==> config.mk <==
export PLATFORM = sky130hd
export DESIGN_NAME = tsp_mac
export DESIGN_NICKNAME = d
export VERILOG_FILES = /design/src/rtl/core/tsp_pkg.sv /design/src/rtl/core/tsp_mac.sv
export SDC_FILE = /design/constraint.sdc
export NUM_CORES = 2
export LEC_CHECK = 0
export ABC_AREA = 1
export ABC_CLOCK_PERIOD_IN_PS = 10650
export BUFFER_PORTS_ARGS = -buffer_cell sky130_fd_sc_hd__buf_2
export CAP_MARGIN = 0
export CELL_PAD_IN_SITES_DETAIL_PLACEMENT = 1
export CELL_PAD_IN_SITES_GLOBAL_PLACEMENT = 2
export CORE_MARGIN = 2
export CORE_UTILIZATION = 40
export CTS_CLUSTER_SIZE = 12
export DETAILED_ROUTE_END_ITERATION = 16
export PLACE_DENSITY = 0.82
export SLEW_MARGIN = 20
export SYNTH_ARGS = -nofsm -noshare
export SYNTH_HDL_FRONTEND = slang
export SYNTH_SLANG_ARGS = --single-unit
==> constraint.sdc <==
create_clock -name clk -period 10.65 [get_ports clk]
set_clock_uncertainty 0.1 [all_clocks]
set_input_delay 1.065 -clock clk [delete_from_list [all_inputs] [get_ports clk]]
set_output_delay 1.065 -clock clk [all_outputs]
set_load 0.005 [all_outputs]
==> src/rtl/core/tsp_pkg.sv <==
// types and constants for the truncated series product block
// no dependencies
`default_nettype none

package tsp_pkg;

  // number of term pairs the cell row can hold
  localparam int MAX_TERMS = 16;
  // width of a cell index and of the term counter (counter can hold MAX_TERMS)
  localparam int IDX_W = (MAX_TERMS > 1) ? $clog2(MAX_TERMS) : 1;
  localparam int CNT_W = $clog2(MAX_TERMS + 1);
  // exact sum of MAX_TERMS 64-bit products needs this many bits
  localparam int ACC_W = 64 + $clog2(MAX_TERMS) + 1;

  localparam logic signed [63:0] C_MAX = 64'sh7fff_ffff_ffff_ffff;
  localparam logic signed [63:0] C_MIN = 64'sh8000_0000_0000_0000;

  // input request
  typedef struct packed {
    logic              start_req;
    logic signed [31:0] coef_a;
    logic signed [31:0] coef_b;
  } tsp_in_t;

  // result request
  typedef struct packed {
    logic signed [63:0] coef_c;
    logic [3:0]         term_index;
    logic               saturated;
    logic               too_long;
  } tsp_out_t;

  // control shared by every cell of the row
  typedef struct packed {
    logic load;    // store new a, shift new b in at cell 0
    logic rotate;  // move both rings one cell toward cell 0
  } tsp_cell_ctl_t;

  typedef enum logic [1:0] {
    ST_IDLE,
    ST_ROTATE,
    ST_DRAIN,
    ST_OUT
  } tsp_state_t;

endpackage

`default_nettype wire

==> src/rtl/core/tsp_mac.sv <==
// shared multiply-accumulate with 64-bit saturation of the exact sum
// depends on tsp_pkg
`default_nettype none

module tsp_mac (
  input  wire logic               clk,
  input  wire logic               rst_n,
  input  wire logic               clear,
  input  wire logic               pvld,
  input  wire logic signed [31:0] a,
  input  wire logic signed [31:0] b,
  output logic signed [63:0]      sum_c,
  output logic                    sum_sat
);
  import tsp_pkg::*;

  logic signed [63:0]      prod_r;
  logic                    prod_vld_r;
  logic signed [ACC_W-1:0] acc_r;
  logic [ACC_W-64:0]       acc_top;

  // product stage
  always_ff @(posedge clk) begin
    prod_r <= a * b;
  end

  always_ff @(posedge clk) begin
    if (!rst_n) begin
      prod_vld_r <= 1'b0;
    end else begin
      prod_vld_r <= pvld;
    end
  end

  // accumulate stage, wide enough that it never wraps
  always_ff @(posedge clk) begin
    if (clear) begin
      acc_r <= '0;
    end else if (prod_vld_r) begin
      acc_r <= acc_r + {{(ACC_W-64){prod_r[63]}}, prod_r};
    end
  end

  // clamp to the signed 64-bit range
  assign acc_top = acc_r[ACC_W-1:63];
  always_comb begin
    if ((&acc_top) || !(|acc_top)) begin
      sum_c   = acc_r[63:0];
      sum_sat = 1'b0;
    end else begin
      sum_c   = acc_r[ACC_W-1] ? C_MIN : C_MAX;
      sum_sat = 1'b1;
    end
  end

endmodule

`default_nettype wire

==> metrics.csv <==
stage,metric,value,unit
setup_path,Worst Setup SP,b[6],
layout,Final Cell Area,50100,sq um
setup_path,kind of critical path,in -> reg,
status,status,completed,
clocking,Post-CTS Setup Inserts,0,
synthesis,#FFs+latches synth,134,
global_routing,largest net degree at the start of global routing,70,
place,Area after DPL,49500,sq um
sta,Slew @ Worst Pin,0.996,ns
global_routing,GRT Total Usage,27.0,%
layout,Fillers,14700,
setup_path,CP Max Fanout,32,
clocking,CTS H-Tree Depth,4,
synthesis,cell with the most instances after synthesis,inv_1,
floorplanning,Rows,126,
floorplanning,die height,349,um
synthesis,Synth top cells by count,"inv_1, nand2_1, fa_1",
sta,Final period util,81.1,%
clocking,CTS Hold Bufs,0,
floorplanning,die area,122000,sq um
drt,routed via count,38500,
setup_path,critical path data arrival time,8.93,ns
sta,fmax,0.116,GHz
synthesis,synth top area cells,"fa_1, inv_1, nand2_1, ha_1, dfxtp_1",
drt,DRT antenna net count,0,
place,Placer Congestion,0.944,
layout,multi-input logic area,37000,sq um
synthesis,Synth Instances,6289,
clocking,CTS Buffer Depth,2,
global_routing,vias in the first global route,44400,
place,DP Wirelength,135,mm
sta,Final Hold Vio Count,0,
global_routing,GR Util met2,48.5,%
clocking,CTS sink cnt,134,
synthesis,Synth Flop Type,dfxtp_1,
drt,drt drc,0,
drt,drt total wl,157,mm
run,maxcap violations,0,
global_routing,gr ovfl total,0,
global_routing,first-pass GRT wire length,254,mm
sta,Slew HR,33.6,%
drt,Pre-antenna DRT Iters,5,
clocking,post_cts resized,0,
synthesis,Synth Cell Area,47600,sq um
place,PortBufs,132,
clocking,clock tree from TritonCTS,built,
synthesis,Post-synth EDFFs,0,
floorplanning,Die Span X,349,um
layout,register area,2680,sq um
setup_path,CP top delay family,adder cells,
layout,Synth-to-Final Area Change,5.27,%
setup_path,CP Capture Type,flop,
synthesis,top cell type's share of synthesized area,45.5,%
setup_path,CP Buf/Inv Count,9,
clocking,Inserted Clock Buffers,17,
setup_path,Crit Reg-Reg Startpoint,prod_r[0],
worst_hold_path,Worst Hold Class,reg -> reg,
setup_path,CP max stage delay,0.85,ns
sta,Slew Limit Fails,0,
synthesis,asr flop ratio synth,0,%
floorplanning,core area,118000,sq um
layout,layout cells sized above 1,4.78,%
sta,Setup Viol. Count Final,0,
setup_path,CP required,10.94,ns
drt,Starting DRT DRC Count,1843,
clocking,"Clk pin slew, worst setup/hold paths",0.06,ns
worst_hold_path,hold_sp,acc_r[0],
drt,DR WL/cell,20.1,um
synthesis,Mapped Nets,7692,
synthesis,Mapped Avg Cell Area,7.57,sq um
synthesis,register area share after synthesis,5.64,%
drt,DR vias/cell,4.94,
global_routing,antenna violations before repair,3,
setup_path,Critical Path Slowest Stage Cell,fa_1,
sta,setup TNS,0,ns
layout,# diodes,0,
floorplanning,Initial Utilization,40.3,%
global_routing,global-route met3 utilization,1.90,%
synthesis,Synth cell types,54,
layout,Final Net Count,7645,
setup_path,crit start category,primary input,
global_routing,met1 GRT Util,36.5,%
floorplanning,I/O pin cnt,133,
synthesis,leading area contributor after synthesis,fa_1,
synthesis,Yosys Warn Count,0,
sta,RSZ-0062 raised after global routing,false,
global_routing,layer carrying the most global-route usage,met2,
sta,fin crit period,8.64,ns
clocking,Clock Latency Late Sink,0.47,ns
clocking,CTS root buf,clkbuf_16,
[sequential cells by signal, summed over array words and instances (netlist names)]
signal	cells
prod_r	64
acc_r	69
prod_vld_r	1
[cell usage in the layout, fill, tap and decap left out, types with 9 or more instances in the layout]
master	count
xor2_1	67
o21bai_1	29
nor2_2	21
buf_4	29
nor2_1	285
nand2_2	27
nand2_1	1577
a31oi_1	14
xnor2_1	27
o21ai_1	15
ha_1	252
and3_1	9
nand3_2	11
clkbuf_16	17
inv_1	1857
a21boi_0	9
inv_2	12
nor3_1	17
dfxtp_1	134
a21o_1	12
fa_1	1082
nand3_1	103
buf_2	132
a21oi_1	237
or2_2	10
o21ai_0	177
nand4_1	22
[cell type report]
cell class,count,share of cell area (%)
Multi-Input combinational cell,4058,73.9
Tap cell,1536,3.84
Clock inverter,10,0.295
Inverter,1870,14.0
Clock buffer,21,0.899
Timing Repair Buffer,161,1.75
Sequential cell,134,5.35
[cell families (layout without fill, tap and decap cells)]
logic type,Yosys count,after routing,synth area share (%)
and+or+nand+nor,2101,2101,17.7
buffers and inverters,2097,2062,16.6
adders and majority gates,1335,1335,52.2
AOI/OAI and AO/OA,528,528,6.14
DFF,134,134,5.64
xor gates and xnor gates,94,94,1.73
[metrics by stage]
step / util (%) / hold WS [ns] / cells / setup slack (ns)
final: 42.4 / 0.398 / 7790 / 2.01
after global routing: 42.4 / 0.433 / 7790 / 1.52
after CTS: 42.4 / 0.407 / 7790 / 1.99
after detailed placement: 41.9 / 0.398 / 7759 / 1.52
after global placement: 41.9 / 0.386 / 7759 / 1.60
after floorplan: - / 0.358 / 6289 / 2.72
[tightest hold or removal path, cell delays in order (launching register included)]
cell and delay (ns):
dfxtp_1 0.33, nand2_1 0.07, a21oi_1 0.05
[final timing paths]
kind	endpoint	slack, ns	depth (start not counted)
setup / recovery	prod_r[59]	2.01	27
hold / removal	acc_r[0]	0.40	2
setup reg to reg	acc_r[64]	7.66	17
hold reg to reg	acc_r[0]	0.40	2
[routing by layer]
layer	part of all wire, %	vias to the layer above
li1	-	17800
met1	46	20000
met2	50	611
met3	2.9	113
met4	1.2	6
met5	0.028	-
Power is not shown: default switching activity piles up to over one toggle a cycle in this logic, so the estimate is an artifact.
