--- src/rtl/core/tsp_pkg.sv ---
// types and constants for the truncated series product block
// no dependencies
`default_nettype none

package tsp_pkg;

  // number of term pairs the cell row can hold
  localparam int MAX_TERMS = 16;
  // width of a cell index and of the term counter (counter can hold MAX_TERMS)
  localparam int IDX_W = (MAX_TERMS > 1) ? $clog2(MAX_TERMS) : 1;
  localparam int CNT_W = $clog2(MAX_TERMS + 1);
  // exact sum of MAX_TERMS 64-bit products needs this many bits
  localparam int ACC_W = 64 + $clog2(MAX_TERMS) + 1;

  localparam logic signed [63:0] C_MAX = 64'sh7fff_ffff_ffff_ffff;
  localparam logic signed [63:0] C_MIN = 64'sh8000_0000_0000_0000;

  // input request
  typedef struct packed {
    logic              start_req;
    logic signed [31:0] coef_a;
    logic signed [31:0] coef_b;
  } tsp_in_t;

  // result request
  typedef struct packed {
    logic signed [63:0] coef_c;
    logic [3:0]         term_index;
    logic               saturated;
    logic               too_long;
  } tsp_out_t;

  // control shared by every cell of the row
  typedef struct packed {
    logic load;    // store new a, shift new b in at cell 0
    logic rotate;  // move both rings one cell toward cell 0
  } tsp_cell_ctl_t;

  typedef enum logic [1:0] {
    ST_IDLE,
    ST_ROTATE,
    ST_DRAIN,
    ST_OUT
  } tsp_state_t;

endpackage

`default_nettype wire

--- src/rtl/core/tsp_cell.sv ---
// one cell of the term row: holds one a term and one reversed b term
// depends on tsp_pkg
`default_nettype none

module tsp_cell (
  input  wire logic                  clk,
  input  wire tsp_pkg::tsp_cell_ctl_t ctl,
  input  wire logic                  a_we,
  input  wire logic signed [31:0]    a_new,
  input  wire logic signed [31:0]    b_shift_in,
  input  wire logic signed [31:0]    a_rot_in,
  input  wire logic signed [31:0]    b_rot_in,
  output logic signed [31:0]         a_q,
  output logic signed [31:0]         b_q
);
  import tsp_pkg::*;

  logic signed [31:0] a_r;
  logic signed [31:0] b_r;

  // load writes a at its own slot and pushes b down the row;
  // rotate walks the whole ring once per term
  always_ff @(posedge clk) begin
    if (ctl.load) begin
      if (a_we) begin
        a_r <= a_new;
      end
      b_r <= b_shift_in;
    end else if (ctl.rotate) begin
      a_r <= a_rot_in;
      b_r <= b_rot_in;
    end
  end

  assign a_q = a_r;
  assign b_q = b_r;

endmodule

`default_nettype wire

--- config.mk ---
export PLATFORM = sky130hd
export DESIGN_NAME = tsp_cell
export DESIGN_NICKNAME = d
export VERILOG_FILES = /design/src/rtl/core/tsp_pkg.sv /design/src/rtl/core/tsp_cell.sv
export SDC_FILE = /design/constraint.sdc
export NUM_CORES = 1
export LEC_CHECK = 0
export BUFFER_PORTS_ARGS = -buffer_cell sky130_fd_sc_hd__buf_2
export CELL_PAD_IN_SITES_DETAIL_PLACEMENT = 1
export CELL_PAD_IN_SITES_GLOBAL_PLACEMENT = 2
export CORE_ASPECT_RATIO = 1.4
export CORE_MARGIN = 5
export CORE_UTILIZATION = 26
export DETAILED_ROUTE_END_ITERATION = 12
export GPL_TIMING_DRIVEN = 0
export PLACE_DENSITY_LB_ADDON = 0.1
export SLEW_MARGIN = 25
export SYNTH_ARGS = -nofsm -noshare
export SYNTH_HDL_FRONTEND = slang
export SYNTH_SLANG_ARGS = --single-unit
--- constraint.sdc ---
create_clock -name clk -period 2.2 [get_ports clk]
set_clock_uncertainty 0.1 [all_clocks]
set_input_delay 0.22 -clock clk [delete_from_list [all_inputs] [get_ports clk]]
set_output_delay 0.22 -clock clk [all_outputs]
set_load 0.02 [all_outputs]
==> impl_metrics.csv, run 1 <==
group,metric,value,unit
detailed_routing,antenna_left,0,
placement,place.detailed.hpwl,6.46,mm
cts,clock_path_buffers,2,
power,combPwrFrac,17.7,%
cells_and_area,drive_gt1_share,80.5,%
power,switchingPower,0.000851,W
detailed_routing,drc,0,
power,irDropWorstVdd,0.324,mV
logic_synthesis,yosys_warnings,0,
detailed_routing,routed_wl,7.80,mm
logic_synthesis,yosysUniqueCellTypes,6,
timing,rsz0062_at_grt,"no",
detailed_routing,routed.top_layer,"met4",
timing,setup_viol,0,
detailed_routing,post_drt_wl_per_cell,16.0,microns
placement,port_buffers,194,
worst_setup_path,cpPeakStageDelay,0.74,ns
cells_and_area,syn2layout_area_growth,51.3,%
detailed_routing,wl_met1,2.57,mm
logic_synthesis,yosys_register_bits,64,
power,powerDensity,839,mW/mm^2
timing,finalSetupTns,0,ns
timing,period_minus_slack,1.27,ns
cells_and_area,instances_no_fill,489,
grt,grt.overflow.total,0,
timing,hold_viol,0,
power,p_sw_share,23.4,%
placement,gp_congestion,0.691,
grt,track_usage,11.7,%
worst_setup_path,worstPathMaxFanout,32,
die,io_pins,196,
logic_synthesis,syn_inst,137,
timing,slew_viol_final,0,
grt,antenna_found_initial,0,
cts,ctsResizeCount,0,
cts,clkTransAtPathRegs,0.05,ns
cells_and_area,fin_nets,475,
logic_synthesis,synth_area,0.00287,sq mm
detailed_routing,wl_met2,3.94,mm
detailed_routing,num_vias,1972,
die,start_util,26.6,%
placement,dp_cells,473,
logic_synthesis,ys_seq_area_share,66.9,%
cts,cts_max_level,3,
die,rows,45,
worst_setup_path,path_delay_family,"multiplexers",
logic_synthesis,synth_nets,269,
power,power,0.00364,W
die,die_x,98.8,microns
grt,grt_pass1_vias,2223,
detailed_routing,drt-initial-drc-count,13,
grt,grt_max_degree,33,
worst_setup_path,crit_path_end_kind,"register",
cts,cts_num_sinks,64,
worst_setup_path,path_buf_inv,1,
cts,cts_buffers,9,
cts,clock-root-buffer,"clkbuf_16",
timing,max_freq,790,MHz
worst_setup_path,crit_path_start_kind,"input pin",
timing,slew_headroom,49.3,%
power,internal-power,0.00279,W
cts,postCtsHoldBufs,0,
detailed_routing,dr_wl_met3,1.20,mm
worst_setup_path,path_cells,"buf_6 -> mux2_2",
worst_setup_path,path_class,"input pin to register",
cts,cts_tree,"done",
run,maxCapViolCount,0,
hold_path,hp-class,"input pin to register",
timing,worst_pin_slew,0.760,ns
timing,fin_crit_sh,57.5,%
power,seqPwrFrac,42.2,%
logic_synthesis,synth_area_per_cell,21.0,sq um
power,clkPwrFrac,40.1,%
die,die_h,134,microns
worst_setup_path,cp.required,2.04,ns
worst_setup_path,cp.arrival,1.11,ns
status,outcome,"complete, no violations",
cts,cts_setup_buffers,0,
detailed_routing,dr.pass1.iters,3,
die,die_area,0.0133,sq mm
timing,hold-worst-slack,0.0985,ns
cells_and_area,diodes,0,
grt,grt_pass1_wl,11.9,mm
detailed_routing,vias_per_cell,4.03,
worst_setup_path,cpMaxStageDelayCell,"mux2_2",
power,leakage,2.02,nW
die,core-area,0.0108,sq mm
power by group through the flow:
stage / clock network, W / logic [W] / registers (W)
2_1_floorplan: 0 / 0.000184 / 0.00175
5_1_grt: 0.00156 / 0.000694 / 0.00155
6_report: 0.00146 / 0.000646 / 0.00154
4_1_cts: 0.00151 / 0.000663 / 0.00154
3_3_place_gp: 0 / 0.000653 / 0.00156
3_5_place_dp: 0 / 0.000662 / 0.00156
logic make-up (layout without fill, tap and decap cells):
kind of cell	count (synthesis)	in the layout	synth area share, %
flip-flops	64	64	66.9
buffers and inverters	7	218	2.31
multiplexers	65	65	30.6
AND/OR/NAND/NOR	1	1	0.218
placed cells by master, fill, tap and decap left out:
master,instances
clkinv_2,1
or2_2,1
edfxtp_1,64
clkbuf_16,9
buf_2,196
buf_12,1
mux2_2,26
mux2_4,39
buf_6,5
clkinv_1,1
clkbuf_1,3
bufinv_16,2
registers in the layout (all words and copies together), names as in the netlist:
signal	cells
a_q	32
b_q	32
cells in the mapped netlist:
library cell	number	area (sq um)
buf_6	5	56.3
mux2_4	39	586
mux2_2	26	293
or2_1	1	6.26
edfxtp_1	64	1920
buf_2	2	10.0
cell type report:
cell class | count | area, sq um
well taps | 141 | 176
flip-flops and latches | 64 | 1920
plain buffers | 7 | 66.3
clock inverters | 4 | 68.8
fillers | 1183 | 6460
repair buffers | 195 | 991
multi-input cells | 66 | 885
clock buffers | 12 | 236
path summary, 6_finish.rpt:
path	start	endpoint	cells after the start
min	b_shift_in[10]	b_q[10]	2
max	ctl[1]	a_q[4]	2
stage by stage:
step                area (sq um)  worst slack [ns]  util, %
floorplan                   2870             0.430        -
finish                      4350             0.934     40.2
CTS                         4350             0.897     40.2
global placement            4020           -0.0450     37.2
detailed placement          4040             0.555     37.4
global route                4350             0.848     40.2
layer usage:
layer / vias to the layer above / track usage (%)
met5: - / 0
met4: 0 / 4.33
met3: 6 / 7.39
met2: 127 / 19.6
met1: 887 / 11.8
li1: 952 / -
Power figures use the tool's default switching activity.
==> inputs of run 2 (changes only) <==
==> constraint.sdc (replaced) <==
create_clock -name clk -period 1.18 [get_ports clk]
set_clock_uncertainty 0.1 [all_clocks]
set_input_delay 0.118 -clock clk [delete_from_list [all_inputs] [get_ports clk]]
set_output_delay 0.118 -clock clk [all_outputs]
set_load 0.02 [all_outputs]
==> impl_metrics.csv, run 2 <==
group,metric,value,unit
status,outcome,"stopped before the end",
placement,port_buffers,194,
cts,cts_buffers,9,
logic_synthesis,synth_nets,269,
logic_synthesis,synth_area,0.00287,sq mm
logic_synthesis,yosys_warnings,0,
die,die_h,134,microns
logic_synthesis,ys_top_cells_by_count,"edfxtp_1, mux2_4, mux2_2",
logic_synthesis,synth_ff_type,"edfxtp_1",
logic_synthesis,syn_inst,137,
logic_synthesis,synth_top_area_cell,"edfxtp_1",
cts,postCtsHoldBufs,101,
placement,dpl_cell_area,0.00403,sq mm
cts,ctsResizeCount,0,
logic_synthesis,yosys_register_bits,64,
status,tool.error,"[ERROR RSZ-0060] Max buffer count reached.",
status,haltStage,"clock tree synthesis (4_1_cts)",
die,io_pins,196,
logic_synthesis,yosysMostFrequentCell,"edfxtp_1",
logic_synthesis,yosysUniqueCellTypes,6,
die,die_x,98.8,microns
cts,cts_setup_buffers,0,
logic_synthesis,synthArstFlopShare,0,%
placement,place.detailed.hpwl,6.33,mm
cts,clock-root-buffer,"clkbuf_16",
cts,cts_num_sinks,64,
logic_synthesis,synth_edf_count,64,
logic_synthesis,synth_top_area_share,66.9,%
logic_synthesis,ys_top_cells_by_area,"edfxtp_1, mux2_4, mux2_2",
placement,gp_congestion,0.710,
die,start_util,26.6,%
die,rows,45,
logic_synthesis,ys_seq_area_share,66.9,%
cts,cts_max_level,3,
logic_synthesis,synth_area_per_cell,21.0,sq um
cts,clock_path_buffers,2,
==> run 2: cell counts after synthesis <==
No cell type changed its count.
==> run 2: through the flow <==
stage / TNS (ns) / worst slack (ns) / util [%] / cells
after floorplan: 0 / 0.00782 / - / 137
after global placement: -9.40 / -0.230 / 37.3 / 472
after detailed placement: -8.77 / -0.208 / 37.3 / 472
==> run 2: kinds of logic after synthesis <==
logic type             Yosys count  synth area share, %
and+or+nand+nor                  1                0.218
muxes                           65                 30.6
buffers and inverters            7                 2.31
DFF                             64                 66.9
==> inputs of run 3 (changes only) <==
==> config.mk (replaced) <==
export PLATFORM = sky130hd
export DESIGN_NAME = tsp_cell
export DESIGN_NICKNAME = d
export VERILOG_FILES = /design/src/rtl/core/tsp_pkg.sv /design/src/rtl/core/tsp_cell.sv
export SDC_FILE = /design/constraint.sdc
export NUM_CORES = 1
export LEC_CHECK = 0
export BUFFER_PORTS_ARGS = -buffer_cell sky130_fd_sc_hd__buf_2
export CORE_MARGIN = 5
export CORE_UTILIZATION = 40
export DETAILED_ROUTE_END_ITERATION = 12
export GPL_TIMING_DRIVEN = 0
export PLACE_DENSITY_LB_ADDON = 0.15
export SLEW_MARGIN = 25
export SYNTH_ARGS = -nofsm -noshare
export SYNTH_HDL_FRONTEND = slang
export SYNTH_SLANG_ARGS = --single-unit
==> impl_metrics.csv, run 3 <==
group,metric,value,unit
status,outcome,"stopped before the end",
status,haltStage,"clock tree synthesis (4_1_cts)",
status,tool.error,"[ERROR RSZ-0060] Max buffer count reached.",
cts,cts_setup_buffers,0,
logic_synthesis,synth_area_per_cell,21.0,sq um
logic_synthesis,syn_inst,137,
logic_synthesis,synth_top_area_cell,"edfxtp_1",
die,die_h,94.7,microns
logic_synthesis,yosys_warnings,0,
placement,gp_congestion,0.720,
die,start_util,41.6,%
logic_synthesis,synth_nets,269,
logic_synthesis,synthArstFlopShare,0,%
logic_synthesis,ys_top_cells_by_area,"edfxtp_1, mux2_4, mux2_2",
placement,place.detailed.hpwl,5.72,mm
logic_synthesis,synth_edf_count,64,
cts,clock-root-buffer,"clkbuf_8",
die,die_x,94.7,microns
placement,port_buffers,194,
placement,dp_cells,427,
logic_synthesis,yosys_register_bits,64,
cts,clock_path_buffers,2,
logic_synthesis,ys_top_cells_by_count,"edfxtp_1, mux2_4, mux2_2",
logic_synthesis,synth_top_area_share,66.9,%
cts,cts_max_level,3,
logic_synthesis,synth_area,0.00287,sq mm
cts,cts_num_sinks,64,
logic_synthesis,ys_seq_area_share,66.9,%
cts,ctsResizeCount,0,
cts,postCtsHoldBufs,101,
logic_synthesis,yosysUniqueCellTypes,6,
logic_synthesis,synth_ff_type,"edfxtp_1",
die,rows,30,
logic_synthesis,yosysMostFrequentCell,"edfxtp_1",
die,io_pins,196,
cts,cts_buffers,9,
run 3: cell counts after synthesis:
Identical to the previous run, type by type.
run 3: cells by family after synthesis:
family,synth area share [%]
buffers and inverters,2.31
and+or+nand+nor,0.218
muxes,30.6
DFF,66.9
run 3: stage by stage:
stage | utilization, % | area (sq um) | worst slack [ns] | hold WS (ns)
after floorplan | - | 2880 | 0.00782 | 0.235
after global placement | 57.5 | 3970 | -0.177 | 0.319
after detailed placement | 57.5 | 3970 | -0.176 | 0.322
